## config.mk

```make
export PLATFORM = sky130hd
export DESIGN_NAME = motor_valve_controller
export DESIGN_NICKNAME = d
export VERILOG_FILES = /design/src/hdl/mvc_pkg.sv /design/src/hdl/motor_valve_controller.sv
export SDC_FILE = /design/constraint.sdc
export NUM_CORES = 1
export LEC_CHECK = 0
export ABC_AREA = 1
export BUFFER_PORTS_ARGS = -buffer_cell sky130_fd_sc_hd__clkbuf_2
export CAP_MARGIN = 25
export CORE_ASPECT_RATIO = 0.6
export CORE_MARGIN = 5
export CORE_UTILIZATION = 62
export CTS_BUF_LIST = sky130_fd_sc_hd__clkbuf_8
export DETAILED_ROUTE_END_ITERATION = 12
export MAX_ROUTING_LAYER = met4
export PLACE_DENSITY = 0.83
export SETUP_SLACK_MARGIN = 0.2
export SLEW_MARGIN = 20
export SYNTH_ARGS = -nofsm -noshare
export SYNTH_HDL_FRONTEND = slang
export SYNTH_SLANG_ARGS = --single-unit
```

## constraint.sdc

```tcl
create_clock -name clk_i -period 3.8 [get_ports clk_i]
set_input_delay 0.19 -clock clk_i [delete_from_list [all_inputs] [get_ports clk_i]]
set_output_delay 0.19 -clock clk_i [all_outputs]
set_load 0.005 [all_outputs]
```

## src/hdl/mvc_pkg.sv

```systemverilog
// Package for the motor valve controller: widths, register indexes, alarm and status codes.
package mvc_pkg;

  // Default width of the scan timer count
  localparam int unsigned TimerBitsDef = 16;

  // Configuration port
  localparam int unsigned CfgDataW = 16;
  localparam int unsigned CfgIdxW  = 1;

  typedef enum logic [CfgIdxW-1:0] {
    CFG_CONTACTOR_WAIT = 1'b0,
    CFG_TRAVEL_TIME    = 1'b1
  } cfg_idx_e;

  localparam logic [CfgDataW-1:0] ContactorWaitRst = 16'd100;
  localparam logic [CfgDataW-1:0] TravelTimeRst    = 16'd0;

  // Alarm bit positions
  localparam int unsigned AlmW = 6;
  localparam int unsigned ALM_OPEN_TRAVEL   = 0;
  localparam int unsigned ALM_CLOSE_TRAVEL  = 1;
  localparam int unsigned ALM_LEFT_OPEN     = 2;
  localparam int unsigned ALM_LEFT_CLOSED   = 3;
  localparam int unsigned ALM_OPEN_CONTACT  = 4;
  localparam int unsigned ALM_CLOSE_CONTACT = 5;

  // Command group bit positions
  localparam int unsigned CMD_OPEN  = 0;
  localparam int unsigned CMD_CLOSE = 1;
  localparam int unsigned CMD_STOP  = 2;

  // Travel status codes
  typedef logic signed [2:0] status_t;
  localparam status_t ST_IDLE        = 3'sd0;
  localparam status_t ST_WAIT_OPEN   = 3'sd1;
  localparam status_t ST_TRAVEL_OPEN = 3'sd2;
  localparam status_t ST_END_OPEN    = 3'sd3;
  localparam status_t ST_WAIT_CLOSE  = -3'sd1;
  localparam status_t ST_TRAVEL_CLOSE = -3'sd2;
  localparam status_t ST_END_CLOSE   = -3'sd3;

endpackage

```

## src/hdl/motor_valve_controller.sv

```systemverilog
// Top level of the motor valve controller: scan register, decision logic and result register.
// A request is captured in the input register; its decision is then registered in the result register.
// One scan request per cycle while the result register is free or being taken; the
// scan decision is one pass of boolean and 16-bit compare logic between the input and result registers.
// Reset (asynchronous, active low): valve state, alarms, timer and flags clear,
// contactor wait is 100 scans and travel time is 0 (travel alarms off).
module motor_valve_controller #(
  parameter int unsigned TIMER_BITS = mvc_pkg::TimerBitsDef
) (
  input  logic                         clk_i,
  input  logic                         rst_ni,
  // configuration
  input  logic                         cfg_we_i,
  input  logic [mvc_pkg::CfgIdxW-1:0]  cfg_idx_i,
  input  logic [mvc_pkg::CfgDataW-1:0] cfg_data_i,
  // scan request
  input  logic                         in_valid_i,
  output logic                         in_ready_o,
  input  logic [2:0]                   safety_cmds_i,
  input  logic [2:0]                   production_cmds_i,
  input  logic [2:0]                   local_cmds_i,
  input  logic [2:0]                   manual_cmds_i,
  input  logic [1:0]                   auto_cmds_i,
  input  logic [1:0]                   end_switches_i,
  input  logic [1:0]                   contactor_feedback_i,
  input  logic                         local_mode_i,
  input  logic                         manual_mode_i,
  // scan result
  output logic                         out_valid_o,
  input  logic                         out_ready_i,
  output logic                         open_order_o,
  output logic                         close_order_o,
  output logic                         open_indication_o,
  output logic                         closed_indication_o,
  output logic [mvc_pkg::AlmW-1:0]     alarm_bits_o,
  output logic                         any_alarm_o,
  output logic signed [2:0]            travel_status_o
);
  import mvc_pkg::*;

  localparam int unsigned LoadW = (TIMER_BITS > CfgDataW) ? TIMER_BITS : CfgDataW;
  localparam logic [LoadW-1:0] TimerMax = LoadW'({TIMER_BITS{1'b1}});

  // configuration registers
  logic [CfgDataW-1:0] contactor_wait_q, travel_time_q;

  // input stage
  logic       s1_valid_q;
  logic [2:0] safety_q, production_q, local_q, manual_q;
  logic [1:0] auto_q, end_sw_q, contact_q;
  logic       local_mode_q, manual_mode_q;

  // valve state
  status_t             status_q, status_d;
  logic                open_order_q, open_order_d;
  logic                close_order_q, close_order_d;
  logic [AlmW-1:0]     alarm_q, alarm_d;
  logic                prev_open_q, prev_close_q;
  logic [TIMER_BITS-1:0] timer_cnt_q, timer_cnt_d;
  logic                timer_run_q, timer_run_d;

  // result stage
  logic            out_valid_q;
  logic            res_open_q, res_close_q, res_ind_open_q, res_ind_closed_q;
  logic [AlmW-1:0] res_alarm_q;
  status_t         res_status_q;

  // decode helpers
  logic s_open, s_close, s_stop, p_open, p_close, p_stop;
  logic l_open, l_close, l_stop, m_open, m_close, m_stop;
  logic a_open, a_close, e_open, e_close, c_open, c_close;
  logic oreq, creq, op, cl, ind_open, ind_closed;
  logic [TIMER_BITS-1:0] cnt_tick, wait_load, travel_load;
  logic run_tick;
  logic [LoadW-1:0] wait_ext, travel_ext;

  logic accept, advance;

  // handshake: the scan stage moves on whenever the result register is free or being taken
  assign advance    = s1_valid_q && (!out_valid_q || out_ready_i);
  assign in_ready_o = !s1_valid_q || advance;
  assign accept     = in_valid_i && in_ready_o;

  // configuration writes
  always_ff @(posedge clk_i or negedge rst_ni) begin
    if (!rst_ni) begin
      contactor_wait_q <= ContactorWaitRst;
      travel_time_q    <= TravelTimeRst;
    end else if (cfg_we_i) begin
      unique case (cfg_idx_e'(cfg_idx_i))
        CFG_CONTACTOR_WAIT: contactor_wait_q <= cfg_data_i;
        CFG_TRAVEL_TIME:    travel_time_q    <= cfg_data_i;
        default:            ;
      endcase
    end
  end

  // input register
  always_ff @(posedge clk_i or negedge rst_ni) begin
    if (!rst_ni) begin
      s1_valid_q <= 1'b0;
    end else if (accept) begin
      s1_valid_q <= 1'b1;
    end else if (advance) begin
      s1_valid_q <= 1'b0;
    end
  end

  always_ff @(posedge clk_i) begin
    if (accept) begin
      safety_q      <= safety_cmds_i;
      production_q  <= production_cmds_i;
      local_q       <= local_cmds_i;
      manual_q      <= manual_cmds_i;
      auto_q        <= auto_cmds_i;
      end_sw_q      <= end_switches_i;
      contact_q     <= contactor_feedback_i;
      local_mode_q  <= local_mode_i;
      manual_mode_q <= manual_mode_i;
    end
  end

  // command decode
  assign s_open  = safety_q[CMD_OPEN];
  assign s_close = safety_q[CMD_CLOSE];
  assign s_stop  = safety_q[CMD_STOP];
  assign p_open  = production_q[CMD_OPEN];
  assign p_close = production_q[CMD_CLOSE];
  assign p_stop  = production_q[CMD_STOP];
  assign l_open  = local_q[CMD_OPEN];
  assign l_close = local_q[CMD_CLOSE];
  assign l_stop  = local_q[CMD_STOP];
  assign m_open  = manual_q[CMD_OPEN];
  assign m_close = manual_q[CMD_CLOSE];
  assign m_stop  = manual_q[CMD_STOP];
  assign a_open  = auto_q[0];
  assign a_close = auto_q[1];
  assign e_open  = end_sw_q[0];
  assign e_close = end_sw_q[1];
  assign c_open  = contact_q[0];
  assign c_close = contact_q[1];
  assign oreq    = a_open || p_open || s_open;
  assign creq    = a_close || p_close || s_close;

  // timer load values, saturated to the count width
  assign wait_ext    = LoadW'(contactor_wait_q);
  assign travel_ext  = LoadW'(travel_time_q);
  assign wait_load   = TIMER_BITS'((wait_ext > TimerMax) ? TimerMax : wait_ext);
  assign travel_load = TIMER_BITS'((travel_ext > TimerMax) ? TimerMax : travel_ext);

  // timer count-down at the start of the scan
  assign cnt_tick = (timer_run_q && (timer_cnt_q != '0)) ? timer_cnt_q - 1'b1 : timer_cnt_q;
  assign run_tick = timer_run_q && (cnt_tick != '0);

  // scan decision
  always_comb begin
    alarm_d     = alarm_q;
    status_d    = status_q;
    timer_cnt_d = cnt_tick;
    timer_run_d = run_tick;
    op          = 1'b0;
    cl          = 1'b0;

    // alarm removal
    if ((oreq && !prev_open_q) || m_open || m_stop) alarm_d[ALM_OPEN_CONTACT] = 1'b0;
    if ((creq && !prev_close_q) || m_close || m_stop) alarm_d[ALM_CLOSE_CONTACT] = 1'b0;
    if (e_open) begin
      alarm_d[ALM_OPEN_TRAVEL] = 1'b0;
      if (!e_close) alarm_d[ALM_LEFT_OPEN] = 1'b0;
    end
    if (e_close) begin
      alarm_d[ALM_CLOSE_TRAVEL] = 1'b0;
      if (!e_open) alarm_d[ALM_LEFT_CLOSED] = 1'b0;
    end
    if (close_order_q) begin
      alarm_d[ALM_OPEN_TRAVEL]  = 1'b0;
      alarm_d[ALM_LEFT_OPEN]    = 1'b0;
      alarm_d[ALM_OPEN_CONTACT] = 1'b0;
    end
    if (open_order_q) begin
      alarm_d[ALM_CLOSE_TRAVEL]  = 1'b0;
      alarm_d[ALM_LEFT_CLOSED]   = 1'b0;
      alarm_d[ALM_CLOSE_CONTACT] = 1'b0;
    end

    // request selection: safety, local, production, manual, automatic
    priority if (s_stop) begin
      op = 1'b0;
    end else if (s_close) begin
      cl = !alarm_d[ALM_CLOSE_CONTACT];
    end else if (s_open) begin
      op = !alarm_d[ALM_OPEN_CONTACT];
    end else if (local_mode_q) begin
      priority if (l_stop) begin
        op = 1'b0;
      end else if (l_close) begin
        cl = 1'b1;
      end else if (l_open) begin
        op = 1'b1;
      end else if (open_order_q) begin
        op = c_open;
      end else if (close_order_q) begin
        cl = c_close;
      end else begin
        op = 1'b0;
      end
    end else if (p_stop) begin
      op = 1'b0;
    end else if (p_close) begin
      cl = !alarm_d[ALM_CLOSE_CONTACT];
    end else if (p_open) begin
      op = !alarm_d[ALM_OPEN_CONTACT];
    end else if (manual_mode_q) begin
      priority if (m_stop) begin
        op = 1'b0;
      end else if (m_close) begin
        cl = 1'b1;
      end else if (m_open) begin
        op = 1'b1;
      end else if (open_order_q) begin
        op = !alarm_d[ALM_OPEN_CONTACT];
      end else if (close_order_q) begin
        cl = !alarm_d[ALM_CLOSE_CONTACT];
      end else begin
        op = 1'b0;
      end
    end else begin
      priority if (a_close) begin
        cl = !alarm_d[ALM_CLOSE_CONTACT];
      end else if (a_open) begin
        op = !alarm_d[ALM_OPEN_CONTACT];
      end else begin
        op = 1'b0;
      end
    end

    // valve left its end position, or both end switches on
    if ((status_d == ST_END_OPEN) && (!e_open || e_close)) begin
      alarm_d[ALM_LEFT_OPEN] = 1'b1;
      status_d = ST_IDLE;
    end
    if ((status_d == ST_END_CLOSE) && (e_open || !e_close)) begin
      alarm_d[ALM_LEFT_CLOSED] = 1'b1;
      status_d = ST_IDLE;
    end
    if (e_open && e_close) begin
      alarm_d[ALM_LEFT_OPEN]   = 1'b1;
      alarm_d[ALM_LEFT_CLOSED] = 1'b1;
    end

    // new orders; an opposite contactor still on blocks the order
    if (op && !open_order_q) begin
      if (c_close) begin
        status_d = ST_IDLE;
      end else begin
        timer_cnt_d = wait_load;
        timer_run_d = 1'b1;
        status_d    = ST_WAIT_OPEN;
      end
    end
    if (cl && !close_order_q) begin
      if (c_open) begin
        status_d = ST_IDLE;
      end else begin
        timer_cnt_d = wait_load;
        timer_run_d = 1'b1;
        status_d    = ST_WAIT_CLOSE;
      end
    end
    if (!op && !cl && (status_d > ST_END_CLOSE) && (status_d < ST_END_OPEN)) begin
      status_d = ST_IDLE;
    end

    open_order_d  = (e_open || cl || (status_d <= ST_IDLE)) ? 1'b0 : op;
    close_order_d = (e_close || (status_d >= ST_IDLE)) ? 1'b0 : cl;

    ind_open   = e_open && !e_close && !cl && !local_mode_q;
    ind_closed = !e_open && e_close && !op && !local_mode_q;

    // contactor and travel supervision
    if (open_order_d) begin
      if (!c_open && ((status_d > ST_WAIT_OPEN) || !timer_run_d)) begin
        alarm_d[ALM_OPEN_CONTACT] = 1'b1;
      end
      if ((status_d == ST_WAIT_OPEN) && c_open && !timer_run_d) begin
        timer_cnt_d = travel_load;
        timer_run_d = 1'b1;
        status_d    = ST_TRAVEL_OPEN;
      end
      if ((status_d == ST_TRAVEL_OPEN) && !timer_run_d && (travel_time_q != '0)) begin
        alarm_d[ALM_OPEN_TRAVEL] = 1'b1;
      end
    end else if (close_order_d) begin
      if (!c_close && ((status_d < ST_WAIT_CLOSE) || !timer_run_d)) begin
        alarm_d[ALM_CLOSE_CONTACT] = 1'b1;
      end
      if ((status_d == ST_WAIT_CLOSE) && c_close && !timer_run_d) begin
        timer_cnt_d = travel_load;
        timer_run_d = 1'b1;
        status_d    = ST_TRAVEL_CLOSE;
      end
      if ((status_d == ST_TRAVEL_CLOSE) && !timer_run_d && (travel_time_q != '0)) begin
        alarm_d[ALM_CLOSE_TRAVEL] = 1'b1;
      end
    end

    // end position reached
    if (e_open && op) status_d = ST_END_OPEN;
    if (e_close && cl) status_d = ST_END_CLOSE;
  end

  // valve state, updated once per scan
  always_ff @(posedge clk_i or negedge rst_ni) begin
    if (!rst_ni) begin
      status_q      <= ST_IDLE;
      open_order_q  <= 1'b0;
      close_order_q <= 1'b0;
      alarm_q       <= '0;
      prev_open_q   <= 1'b0;
      prev_close_q  <= 1'b0;
      timer_cnt_q   <= '0;
      timer_run_q   <= 1'b0;
    end else if (advance) begin
      status_q      <= status_d;
      open_order_q  <= open_order_d;
      close_order_q <= close_order_d;
      alarm_q       <= alarm_d;
      prev_open_q   <= oreq;
      prev_close_q  <= creq;
      timer_cnt_q   <= timer_cnt_d;
      timer_run_q   <= timer_run_d;
    end
  end

  // result register
  always_ff @(posedge clk_i or negedge rst_ni) begin
    if (!rst_ni) begin
      out_valid_q <= 1'b0;
    end else if (advance) begin
      out_valid_q <= 1'b1;
    end else if (out_ready_i) begin
      out_valid_q <= 1'b0;
    end
  end

  always_ff @(posedge clk_i) begin
    if (advance) begin
      res_open_q       <= open_order_d;
      res_close_q      <= close_order_d;
      res_ind_open_q   <= ind_open;
      res_ind_closed_q <= ind_closed;
      res_alarm_q      <= alarm_d;
      res_status_q     <= status_d;
    end
  end

  assign out_valid_o         = out_valid_q;
  assign open_order_o        = res_open_q;
  assign close_order_o       = res_close_q;
  assign open_indication_o   = res_ind_open_q;
  assign closed_indication_o = res_ind_closed_q;
  assign alarm_bits_o        = res_alarm_q;
  assign any_alarm_o         = |res_alarm_q;
  assign travel_status_o     = res_status_q;

endmodule

```

==> results of run 1 <==
-- metal layers --
layer	track usage, %	part of all wire [%]	wire length [um]
met5	-	0	0
met4	5.976	1.3	229
met3	9.880	14	2381
met2	42.10	40	6822
met1	48.59	45	7786
-- flip-flops by register name, summed over array words and instances (netlist names), 2 cells and up --
name,flops
safety_q,3
travel_status_o,3
timer_cnt_q,16
local_q,3
status_q,3
contactor_wait_q,16
end_sw_q,2
production_q,3
alarm_q,6
manual_q,3
alarm_bits_o,6
auto_q,2
contact_q,2
travel_ext,16
-- where the power goes --
part	internal (mW)	total, mW	switching (mW)
logic	0.615	1.83	1.22
registers	1.30	1.52	0.225
clock network	0.258	0.681	0.424
-- area by class of cell --
class,count,area (um2),area share [%]
clock buffers,9,123.9,1.895
repair buffers,92,618.1,9.455
flip-flops and latches,97,2597,39.73
multi-input cells,569,2628,40.19
inverters,94,355.3,5.435
clock inverters,7,70.07,1.072
well taps,116,145.1,2.220
-- cell usage in the layout, fill, tap and decap left out, types with 21 or more instances in the layout --
| cell type | instances |
|---|---|
| edfxtp_1 | 33 |
| nor2_1 | 57 |
| nand3_1 | 64 |
| clkbuf_2 | 56 |
| nand4_1 | 21 |
| dfrtp_1 | 60 |
| o21ai_0 | 47 |
| inv_1 | 87 |
| nand2_1 | 306 |
| dlygate4sd3_1 | 22 |
-- stage by stage --
step	instances	area, um2	hold slack (ps)	util, %	power, mW
6_report	984	6538	28.71	71.94	4.033
5_1_grt	984	6538	43.91	71.94	4.331
4_1_cts	981	6484	5.152	71.35	3.959
3_5_place_dp	943	6070	276.2	66.79	3.257
3_3_place_gp	943	6067	366.6	66.76	3.206
2_1_floorplan	786	5703	-105.6	-	2.792
-- cell families after synthesis --
family | share of synthesized area [%]
AO/OA/AOI/OAI | 6.714
XOR/XNOR | 1.229
adder cells (fa/ha/maj) | 0.6583
buffers and inverters | 8.710
flip-flops | 45.52
multiplexers | 1.229
AND/OR/NAND/NOR | 35.94
-- critical path, stage by stage, from the launching register on --
cell	delay, ps
edfxtp_1	530
nor3_1	240
o21a_1	150
o21ai_1	60
nand2_1	110
nand3_2	130
nand3_1	190
nand2_1	120
o211ai_1	910
buf_4	360
nor2_2	60
nand3_1	70
nand2_1	100
-- Yosys cell counts (4+ instances only) --
master,instances
a21oi_1,4
buf_2,8
buf_6,4
clkbuf_1,12
dfrtp_1,61
edfxtp_1,33
inv_1,87
mux2i_1,7
nand2_1,307
nand2_2,4
nand3_1,66
nand4_1,21
nor2_1,59
nor2_2,5
nor4_1,9
o21ai_0,47
o21ai_1,7
xnor2_1,5
-- worst max path at each step --
| stage | from | endpoint | slack, ps | cells past startpoint |
|---|---|---|---|---|
| 4_1_cts | safety_q[1]$_DFFE_PP_ | timer_cnt_q[4]$_DFFE_PN0P_ | 400 | 25 |
| 5_1_grt | safety_q[1]$_DFFE_PP_ | timer_cnt_q[11]$_DFFE_PN0P_ | 190 | 26 |
| 2_1_floorplan | local_mode_q$_DFFE_PP_ | timer_cnt_q[3]$_DFFE_PN0P_ | 650 | 24 |
| 3_5_place_dp | safety_q[1]$_DFFE_PP_ | timer_cnt_q[4]$_DFFE_PN0P_ | 420 | 25 |
| 3_3_place_gp | safety_q[1]$_DFFE_PP_ | timer_cnt_q[15]$_DFFE_PN0P_ | 490 | 25 |
| 6_report | local_mode_q$_DFFE_PP_ | alarm_bits_o[0]$_DFFE_PP_ | 500 | 12 |
-- repair_timing --
item / CTS / global route
hold endpoints to repair: 62 / 0
buffers inserted: 0 / 3
endpoints found under the setup margin: 0 / 16
resized for setup: 0 / 6
hold buffers: 22 / 0
==> out/results.env, run 1 <==
STATUS='complete, no violations'
MAXCLOCKFREQUENCY_GHz=0.3033
SYNTH.NET_COUNT=831
SYNTHDISTINCTLIBCELLS=40
FIN_MAX_SLEW_VIOS=0
ROUTE.ANTENNA.REMAINING_NETS=0
YOSYS.AREA.TOP_TYPE='dfrtp_1'
SETUP_SLACK_PS=503.3
CORE_REGION_AREA_UM2=9087
CLOCK-SINKS=97
REPORT.FINAL.HOLD_VIOL_COUNT=0
WORST_R2R_PATH_DEPTH=12
WORST_R2R_ENDPOINT='alarm_bits_o[0]$_DFFE_PP_'
WORST-ENDPOINT-REQUIRED_PS=3930
FIRSTDRTPASSITERS=6
BUFFER_PORTS.INSERTED=57
FINAL_NET_COUNT=908
WORST_HOLD_PATH.NUM_CELLS=3
YOSYS_REGISTER_BITS=97
LAYOUT-DRIVE-GT1-SHARE_PCT=13.25
RSZ_0062_RAISED_AFTER_GLOBAL_ROUTING='no'
CLOCK_PATH_BUFFERS=2
WORST_SETUP_HOLD_PATH_CLK_SLEW_PS=110
LEAKAGE_nW=3.393
FLOORPLAN.ROWS=27
DIE_AREA_UM2=11280
CHIPWIDTH_UM=133.8
SYNTHARSTFLOPSHARE_PCT=65.98
VDD.IR_DROP.WORST_mV=0.3008
SHARE_OF_THE_CLOCK_PERIOD_USED_BY_THE_WORST_PATH_AFTER_LAYOUT_PCT=86.75
DP_HPWL_UM=11630
TIMING.HOLD.WORST_ENDPOINT='contactor_wait_q[2]$_DFFE_PN1P_'
CRITICAL_PATH.STARTPOINT_TYPE='flip-flop'
CTS-BUFFERS-INSERTED=9
IO_PINS=58
POST-PLACE-WS_PS=423.5
DETAIL_ROUTE.WIRELENGTH_UM=17220
CTS-HTREE-LEVELS=3
POST-ROUTE-DRC-COUNT=0
REG2REG_SETUP_SLACK_PS=500
NFILLCELLS=698
R2R_START='local_mode_q$_DFFE_PP_'
FLOORPLAN.INITIALDENSITY_PCT=62.76
MAPPEDNETLISTAREA_UM2=5703
HOLD_WC_STARTPOINT='cfg_data_i[2]'
TRITONCTS='built'
POST_DRT_WL_PER_CELL_UM=17.50
DRV_CAP=0
GRT_MAX_DEGREE=49
DIE_Y_UM=84.29
GRT_PASS1_VIAS=5162
MIN-DELAY-PATH-CLASS='in2reg'
GRT_PASS1_WL_UM=27570
GP_ROUTABILITY_CONGESTION=1.009
SYNTH_SEQ_AREA_SHARE_PCT=45.52
CRIT_PATH_END_KIND='flip-flop'
TIGHTEST_SLEW_PS=1152
POST_ROUTE_SETUP_TNS_PS=0
WORST_SKEW_PAIR.LATE_LATENCY_PS=390
ANTENNA_FOUND_INITIAL=0
ARRIVAL_TIME_OF_DATA_AT_THE_CRITICAL_PATH_ENDPOINT_PS=3420
CRITICAL_PATH_PEAK_FANOUT=11
ROUTED-VIA-COUNT=5761
YOSYS-TOP-CELLS-AREA='dfrtp_1 (27%), nand2_1 (20%), edfxtp_1 (17%)'
ANTENNA_CELLS_INSERTED=0
POSTSYNTHAREAPERCELL_UM2=7.256
AREA_GROWTH_PCT=14.63
SETUP_VIOLATIONS=0
CRITICAL_PATH_CLASS='reg2reg'
POWER_DENSITY_nW_PER_UM2=616.9
SYNTH_TOP_AREA_SHARE_PCT=26.77
FIN_WORST_SKEW_PS=16.17
SYNTH_ENABLE_FLOP_CELLS=33
GROUTE.USAGE.OVERALL_PCT=32.01
YS_WARN_COUNT=0
SYN_INST=786
SYNTH-MAIN-FF-CELL='dfrtp_1'
VIA_DENSITY=5.855
GRT_OVERFLOW=0
CLK_ROOT_BUFFER_CELL='clkbuf_8'
DETAILED_ROUTE_ITER0_VIOLATIONS=881
WORST_SLEW_MARGIN_REL_PCT=22.87
POST-ROUTE-MIN-PERIOD_PS=3297
Note: power is estimated with default switching activity, not from simulation.
==> run 2: changes to the inputs <==
==> constraint.sdc (replaced) <==
create_clock -name clk_i -period 3.15 [get_ports clk_i]
set_input_delay 0.315 -clock clk_i [delete_from_list [all_inputs] [get_ports clk_i]]
set_output_delay 0.315 -clock clk_i [all_outputs]
set_load 0.005 [all_outputs]
==> out/results.env, run 2 (synthesis results as in run 1) <==
CLK_ROOT_BUFFER_CELL='clkbuf_8'  # unchanged
AREA_GROWTH_PCT=24.84  # was 14.63%
DRV_CAP=0  # unchanged
DESIGN_POWER_TOTAL_mW=5.440  # was 4.033 mW
POST_DRT_WL_PER_CELL_UM=18.16  # was 17.50 um
LAYOUT-DRIVE-GT1-SHARE_PCT=29.85  # was 13.25%
POWER_DENSITY_nW_PER_UM2=764.0  # was 616.9 nW/um2
CHIPWIDTH_UM=133.8  # unchanged
STATUS='complete, no violations'  # unchanged
VDD.IR_DROP.WORST_mV=0.3606  # was 0.3008 mV
DPL_CELL_AREA_UM2=6192  # was 6070 um2
CRITICAL_PATH_CLASS='reg2reg'  # unchanged
FINAL.HOLD.WORST_SLACK_PS=43.07  # was 28.71 ps
SHARE_SEQ_OF_TOTAL_POWER_PCT=33.9  # was 37.7%
POWER.NET_SWITCHING_mW=2.555  # was 1.864 mW
WORST-ENDPOINT-REQUIRED_PS=3470  # was 3930 ps
VIA_DENSITY=5.964  # was 5.855
CTS-HTREE-LEVELS=3  # unchanged
IO_PINS=58  # unchanged
GRT_MAX_DEGREE=49  # unchanged
ANTENNA_CELLS_INSERTED=0  # unchanged
TRITONCTS='built'  # unchanged
LAYOUT_COMMONEST_CELL='nand2_1'  # unchanged
CLOCK_PATH_BUFFERS=2  # unchanged
DETAILED_ROUTE_ITER0_VIOLATIONS=797  # was 881
MOSTFREQUENTLAYOUTCELLS='nand2_1 (251), inv_1 (79), nand2_2 (57), clkbuf_2 (57), dfrtp_1 (52)'  # was nand2_1 (306), inv_1 (87), nand3_1 (64)
CRITICAL_PATH_PEAK_FANOUT=6  # was 11
POST_ROUTE_SETUP_TNS_PS=0  # unchanged
GROUTE.USAGE.OVERALL_PCT=31.03  # was 32.01%
POST-ROUTE-MIN-PERIOD_PS=3063  # was 3297 ps
FINAL_UTIL_PCT=78.34  # was 71.94%
CORE_REGION_AREA_UM2=9087  # unchanged
ANTENNA_FOUND_INITIAL=0  # unchanged
INSTANCES_NO_FILL=1007  # was 984
WORST_SETUP_HOLD_PATH_CLK_SLEW_PS=110  # about the same
RSZ_0062_RAISED_AFTER_GLOBAL_ROUTING='yes'  # was no
FLOORPLAN.INITIALDENSITY_PCT=62.76  # unchanged
DIE_Y_UM=84.29  # unchanged
DETAIL_ROUTE.WIRELENGTH_UM=18280  # was 17220 um
FIN_AREA_UM2=7119  # was 6538 um2
SHARE_OF_THE_CLOCK_PERIOD_USED_BY_THE_WORST_PATH_AFTER_LAYOUT_PCT=97.25  # was 86.75%
SETUP_SLACK_PS=86.63  # was 503.3 ps
DP_HPWL_UM=11940  # was 11630 um
CLOCK-SINKS=97  # unchanged
CTS-BUFFERS-INSERTED=9  # unchanged
POWER.CLOCK.FRACTION_PCT=14.8  # was 16.9%
POWER.SHARE.SWITCHING_PCT=46.97  # was 46.22%
GRT_PASS1_VIAS=5122  # was 5162
MAXCLOCKFREQUENCY_GHz=0.3264  # was 0.3033 GHz
ROUTED-VIA-COUNT=6006  # was 5761
ARRIVAL_TIME_OF_DATA_AT_THE_CRITICAL_PATH_ENDPOINT_PS=3390  # was 3420 ps
WORST_SKEW_PAIR.LATE_LATENCY_PS=390  # about the same
COMBINATIONALPOWERSHARE_PCT=51.3  # was 45.4%
GRT_OVERFLOW=0  # unchanged
BUFFER_PORTS.INSERTED=57  # unchanged
NFILLCELLS=639  # was 698
POST-ROUTE-DRC-COUNT=0  # unchanged
PLACED_CELLS=952  # was 943
FLOORPLAN.ROWS=27  # unchanged
FINAL_NET_COUNT=931  # was 908
REPORT.FINAL.HOLD_VIOL_COUNT=0  # unchanged
FIN_MAX_SLEW_VIOS=0  # unchanged
FIN_WORST_SKEW_PS=10.18  # was 16.17 ps
MIN-DELAY-PATH-CLASS='in2async'  # was in2reg
ROUTE.ANTENNA.REMAINING_NETS=0  # unchanged
CTS_HOLD_REPAIR.BUFFERS=0  # was 22
CRITICAL_PATH.STARTPOINT_TYPE='flip-flop'  # unchanged
FIRSTDRTPASSITERS=6  # unchanged
SETUP_VIOLATIONS=0  # unchanged
POST-PLACE-WS_PS=12.71  # was 423.5 ps
DIE_AREA_UM2=11280  # unchanged
WORST_SLEW_MARGIN_REL_PCT=37.07  # was 22.87%
LEAKAGE_nW=3.563  # was 3.393 nW
INTPOWER_mW=2.885  # was 2.169 mW
GP_ROUTABILITY_CONGESTION=0.9672  # was 1.009
TIGHTEST_SLEW_PS=941.6  # was 1152 ps
CRIT_PATH_END_KIND='flip-flop'  # unchanged
GRT_PASS1_WL_UM=26720  # was 27570 um
run 2: cell types whose count changed in the layout (fill, tap and decap cells not counted), sizes merged:
| cell | delta |
|---|---|
| buf | +39 |
| clkbuf | +1 |
| dlygate4sd3 | -22 |
| nand3 | +5 |
run 2: timing repair:
item,CTS,global route
gates resized for setup,11,121
pin swaps,5,62
endpoints found under the setup margin,21,27
setup buffers,11,21
gates cloned,1,6
run 2: final timing paths:
kind	start	to	slack [ps]	cells past startpoint
setup / recovery	open_order_q$_DFFE_PN0P_	timer_cnt_q[15]$_DFFE_PN0P_	90	26
hold / removal	rst_ni	timer_cnt_q[4]$_DFFE_PN0P_	40	1
setup reg to reg	open_order_q$_DFFE_PN0P_	timer_cnt_q[15]$_DFFE_PN0P_	90	26
hold reg to reg	contactor_wait_q[5]$_DFFE_PN1P_	contactor_wait_q[5]$_DFFE_PN1P_	500	2
max in group asynchronous	rst_ni	contactor_wait_q[2]$_DFFE_PN1P_	2360	2
min in group clk_i	safety_cmds_i[0]	safety_q[0]$_DFFE_PP_	100	1
run 2: cell type report:
class                           instances  area (um2)  share of cell area (%)
Multi-Input combinational cell        574        3057                   42.93
Sequential cell                        97        2608                   36.63
Timing Repair Buffer                  110       754.5                   10.60
Inverter                               94       365.4                   5.132
Tap cell                              116       145.1                   2.039
Clock buffer                            9       123.9                   1.740
Clock inverter                          7       66.31                  0.9315
run 2: metal layers:
metal	global-route usage [%]	wire (um)	vias up
li1	-	-	2737
met4	6.536	365	0
met3	9.461	2409	57
met1	48.72	8196	2808
met2	38.57	7311	404
met5	-	0	-
run 2: power by group through the flow:
stage / Clock [mW] / Sequential [mW] / Combinational [mW]
2_1_floorplan: 0 / 1.75 / 1.63
3_3_place_gp: 0 / 1.83 / 2.12
3_5_place_dp: 0 / 1.84 / 2.15
4_1_cts: 0.811 / 1.82 / 2.22
5_1_grt: 0.862 / 1.86 / 3.05
6_report: 0.807 / 1.84 / 2.79
run 2: worst max-delay path: stages, from the launching register on:
cell	delay (ps)
dfrtp_2	460
clkinv_4	110
nand2_4	70
nand3_2	60
nand2_2	70
nand2_2	40
nand2_1	70
nand2_1	70
nand2_2	120
nand3_4	130
nand2_4	110
nand3_2	80
nand2_2	120
inv_2	60
a21oi_4	130
inv_2	50
nor2_2	100
ha_2	170
nand2_2	60
inv_2	80
buf_4	190
nand3_4	160
nand2_1	150
nand3_2	80
nand2_1	80
nand2_2	70
nand2_1	90
==> run 3: changes to the inputs <==
--- a/config.mk
+++ b/config.mk
@@ -5,16 +5,15 @@
 export SDC_FILE = /design/constraint.sdc
 export NUM_CORES = 1
 export LEC_CHECK = 0
-export ABC_AREA = 1
 export BUFFER_PORTS_ARGS = -buffer_cell sky130_fd_sc_hd__clkbuf_2
 export CAP_MARGIN = 25
 export CORE_ASPECT_RATIO = 0.6
 export CORE_MARGIN = 5
-export CORE_UTILIZATION = 62
+export CORE_UTILIZATION = 61
 export CTS_BUF_LIST = sky130_fd_sc_hd__clkbuf_8
 export DETAILED_ROUTE_END_ITERATION = 12
 export MAX_ROUTING_LAYER = met4
-export PLACE_DENSITY = 0.83
+export PLACE_DENSITY = 0.8
 export SETUP_SLACK_MARGIN = 0.2
 export SLEW_MARGIN = 20
 export SYNTH_ARGS = -nofsm -noshare
==> out/results.env, run 3 <==
POSTSYNTHAREAPERCELL_UM2=9.919  # was 7.256 um2
WORST_SLEW_MARGIN_REL_PCT=43.06  # was 37.07%
MAXCLOCKFREQUENCY_GHz=0.2776  # was 0.3264 GHz
YOSYS_REGISTER_BITS=97  # unchanged
CRITICAL_PATH.CELL_CHAIN='or4b_1 -> and3_4 -> o311ai_2 -> buf_4 -> nand2_1 -> o211a_1 -> a21oi_2 -> a21oi_2 -> nor2_1 -> ha_1 -> nand2_1 -> or3_4 -> a21o_4 -> buf_6 -> a31oi_1 -> a31oi_1'
CTS-BUFFERS-INSERTED=9  # unchanged
SYNTH_SEQ_AREA_SHARE_PCT=47.16  # was 45.52%
ANTENNA_CELLS_INSERTED=0  # unchanged
YOSYS-TOP-CELLS-AREA='dfrtp_1 (28%), edfxtp_1 (18%), mux2_2 (7.2%)'  # was dfrtp_1 (27%), nand2_1 (20%), edfxtp_1 (17%)
POST-ROUTE-DRC-COUNT=0  # unchanged
CLOCK-SINKS=97  # unchanged
YOSYSMOSTFREQUENTCELL='nor2_1'  # was nand2_1
FIRSTDRTPASSITERS=8  # was 6
FIN_AREA_UM2=7089  # was 7119 um2
MIN-DELAY-PATH-CLASS='in2reg'  # was in2async
POST-PLACE-WS_PS=-457.1  # was 12.71 ps
SYNTHARSTFLOPSHARE_PCT=65.98  # unchanged
FIN_MAX_SLEW_VIOS=0  # unchanged
FLOORPLAN.INITIALDENSITY_PCT=63.62  # was 62.76%
WORST-ENDPOINT-REQUIRED_PS=3380  # was 3470 ps
MAPPEDNETLISTAREA_UM2=5505  # was 5703 um2
BUFFER_PORTS.INSERTED=57  # unchanged
TRITONCTS='built'  # unchanged
DPL_CELL_AREA_UM2=6525  # was 6192 um2
ROUTE.ANTENNA.REMAINING_NETS=0  # unchanged
GRT_OVERFLOW=0  # unchanged
SYNTH_ENABLE_FLOP_CELLS=33  # unchanged
WORST_SETUP_HOLD_PATH_CLK_SLEW_PS=110  # about the same
INSTANCES_NO_FILL=813  # was 1007
REPORT.FINAL.HOLD_VIOL_COUNT=0  # unchanged
AREA_OF_COMBINATIONAL_CELLS_WITH_MULTIPLE_INPUTS_UM2=2962  # was 3057 um2
STATUS='finished, violations left'  # was complete, no violations
CRIT_PATH_END_KIND='flip-flop'  # unchanged
YOSYS.AREA.TOP_TYPE='dfrtp_1'  # unchanged
SYNTH_TOP_AREA_SHARE_PCT=27.73  # was 26.77%
CRITICAL_PATH.N_BUFFERS_INVERTERS=2  # was 5
IO_PINS=58  # unchanged
AREA_GROWTH_PCT=28.77  # was 24.84%
REG2REG_SETUP_SLACK_PS=-450  # was 90 ps
VIA_DENSITY=6.636  # was 5.964
CRITICAL_PATH_CLASS='reg2reg'  # unchanged
CRITICAL_PATH.STARTPOINT_TYPE='flip-flop'  # unchanged
FINAL-SEQ-AREA_UM2=2596  # was 2608 um2
DETAILED_ROUTE_ITER0_VIOLATIONS=707  # was 797
LEAKAGE_nW=2.862  # was 3.563 nW
SYNTH.NET_COUNT=600  # was 831
DIE_AREA_UM2=11090  # was 11280 um2
ANTENNA_FOUND_INITIAL=0  # unchanged
CLOCK_PATH_BUFFERS=2  # unchanged
FLOORPLAN.ROWS=26  # was 27
CHIPWIDTH_UM=132.6  # was 133.8 um
DP_HPWL_UM=12780  # was 11940 um
MOSTFREQUENTLAYOUTCELLS='buf_4 (99), nor2_1 (63), dfrtp_1 (61)'  # was nand2_1 (251), inv_1 (79), nand2_2 (57), clkbuf_2 (57), dfrtp_1 (52)
DRV_CAP=0  # unchanged
ARRIVAL_TIME_OF_DATA_AT_THE_CRITICAL_PATH_ENDPOINT_PS=3830  # was 3390 ps
SHARE_OF_THE_CLOCK_PERIOD_USED_BY_THE_WORST_PATH_AFTER_LAYOUT_PCT=114.4  # was 97.25%
CRITICAL_PATH_PEAK_FANOUT=8  # was 6
LAYOUT_COMMONEST_CELL='buf_4'  # was nand2_1
FINAL_UTIL_PCT=81.93  # was 78.34%
DIE_Y_UM=83.59  # was 84.29 um
GRT_PASS1_WL_UM=27890  # was 26720 um
FIN_WORST_SKEW_PS=10.95  # was 10.18 ps
SETUP_SLACK_PS=-452.8  # was 86.63 ps
SYN_INST=555  # was 786
RSZ_0062_RAISED_AFTER_GLOBAL_ROUTING='yes'  # unchanged
WORST_SKEW_PAIR.LATE_LATENCY_PS=380  # was 390 ps
POWER_DENSITY_nW_PER_UM2=480.5  # was 764.0 nW/um2
FINAL.HOLD.WORST_SLACK_PS=100.2  # was 43.07 ps
GRT_PASS1_VIAS=5095  # was 5122
TIMING.CRITICAL_PATH.SLOWEST_STAGE_CELL='or4b_1'  # was dfrtp_2
LAYOUT-DRIVE-GT1-SHARE_PCT=39.51  # was 29.85%
POST_ROUTE_SETUP_TNS_PS=-8309  # was 0 ps
SYNTHDISTINCTLIBCELLS=75  # was 40
VDD.IR_DROP.WORST_mV=0.4834  # was 0.3606 mV
FINAL_NET_COUNT=741  # was 931
SYNTH-MAIN-FF-CELL='dfrtp_1'  # unchanged
CPLARGESTDELAYFAMILY='simple AND/OR/NAND/NOR gates'  # unchanged
CORE_REGION_AREA_UM2=8653  # was 9087 um2
NFILLCELLS=533  # was 639
CTS-HTREE-LEVELS=3  # unchanged
YS_WARN_COUNT=0  # unchanged
TIGHTEST_SLEW_PS=854.1  # was 941.6 ps
POST_DRT_WL_PER_CELL_UM=21.45  # was 18.16 um
GRT_MAX_DEGREE=55  # was 49
POST-ROUTE-MIN-PERIOD_PS=3603  # was 3063 ps
GP_ROUTABILITY_CONGESTION=1.007  # was 0.9672
SYNTHTOPCELLSBYCOUNT='nor2_1 (63), dfrtp_1 (61), a31oi_1 (35), mux2_2 (35), nand2_1 (35)'  # was nand2_1 (307), inv_1 (87), nand3_1 (66), dfrtp_1 (61), nor2_1 (59)
CLK_ROOT_BUFFER_CELL='clkbuf_8'  # unchanged
DETAIL_ROUTE.WIRELENGTH_UM=17440  # was 18280 um
ROUTED-VIA-COUNT=5395  # was 6006
DESIGN_POWER_TOTAL_mW=3.407  # was 5.440 mW
VIOLATIONS='negative setup slack'
SETUP_VIOLATIONS=28  # was 0
PLACED_CELLS=779  # was 952
CRITICAL_PATH.MAX_STAGE_DELAY_PS=550  # was 460 ps
GROUTE.USAGE.OVERALL_PCT=32.75  # was 31.03%
run 3: cell count changes after synthesis, moves of 8 or more:
cell,delta
a211oi_1,+18
a21oi_1,+24
a31oi_1,+32
clkbuf_1,+14
inv_1,-75
mux2_2,+35
nand2_1,-272
nand2b_1,+8
nand3_1,-56
nand4_1,-15
nor3_1,+20
o211ai_1,+20
o21ai_0,-29
run 3: worst paths after layout:
check,to,startpoint,depth (start not counted)
max,timer_cnt_q[0]$_DFFE_PN0P_,open_order_q$_DFFE_PN0P_,16
min,safety_q[0]$_DFFE_PP_,safety_cmds_i[0],1
max reg2reg,timer_cnt_q[0]$_DFFE_PN0P_,open_order_q$_DFFE_PN0P_,16
min reg2reg,alarm_q[2]$_DFFE_PN0P_,alarm_q[2]$_DFFE_PN0P_,2
max in group asynchronous,timer_cnt_q[4]$_DFFE_PN0P_,rst_ni,3
min in group asynchronous,out_valid_o$_DFFE_PN0P_,rst_ni,2
run 3: repair_timing:
action,CTS,global route
setup endpoints to repair,32,32
pin swaps,19,14
gates cloned,1,0
gates resized for setup,22,26
endpoints found under the hold margin,19,0
hold buffers,1,0
setup buffers,11,5
run 3: logic make-up (layout without fill, tap and decap cells):
family / Yosys count / count (layout) / synth area share, %
AOI/OAI and AO/OA: 160 / 160 / 20.23
DFF: 97 / 97 / 47.16
buffers and inverters: 48 / 194 / 3.841
muxes: 36 / 36 / 7.364
adders and majority gates: 3 / 3 / 0.6819
and+or+nand+nor: 200 / 200 / 18.98
xor gates and xnor gates: 11 / 11 / 1.750
run 3: final cells by class:
type,instances,share of cell area (%)
Clock buffer,10,1.941
Clock inverter,6,0.9531
Inverter,13,0.6883
Multi-Input combinational cell,410,41.78
Sequential cell,97,36.62
Tap cell,112,1.977
Timing Repair Buffer,165,16.04
run 3: power breakdown:
part / switching [mW] / internal, mW / total (mW)
registers: 0.130 / 1.46 / 1.59
logic: 0.534 / 0.440 / 0.974
clock network: 0.506 / 0.335 / 0.841
total: 1.17 / 2.24 / 3.41
run 3: layer usage:
layer	up-vias	share of wire, %	GRT usage (%)
met5	-	0	-
met3	29	14	10.84
met4	0	1.1	6.038
met2	393	39	41.14
met1	2579	46	50.88
li1	2394	-	-
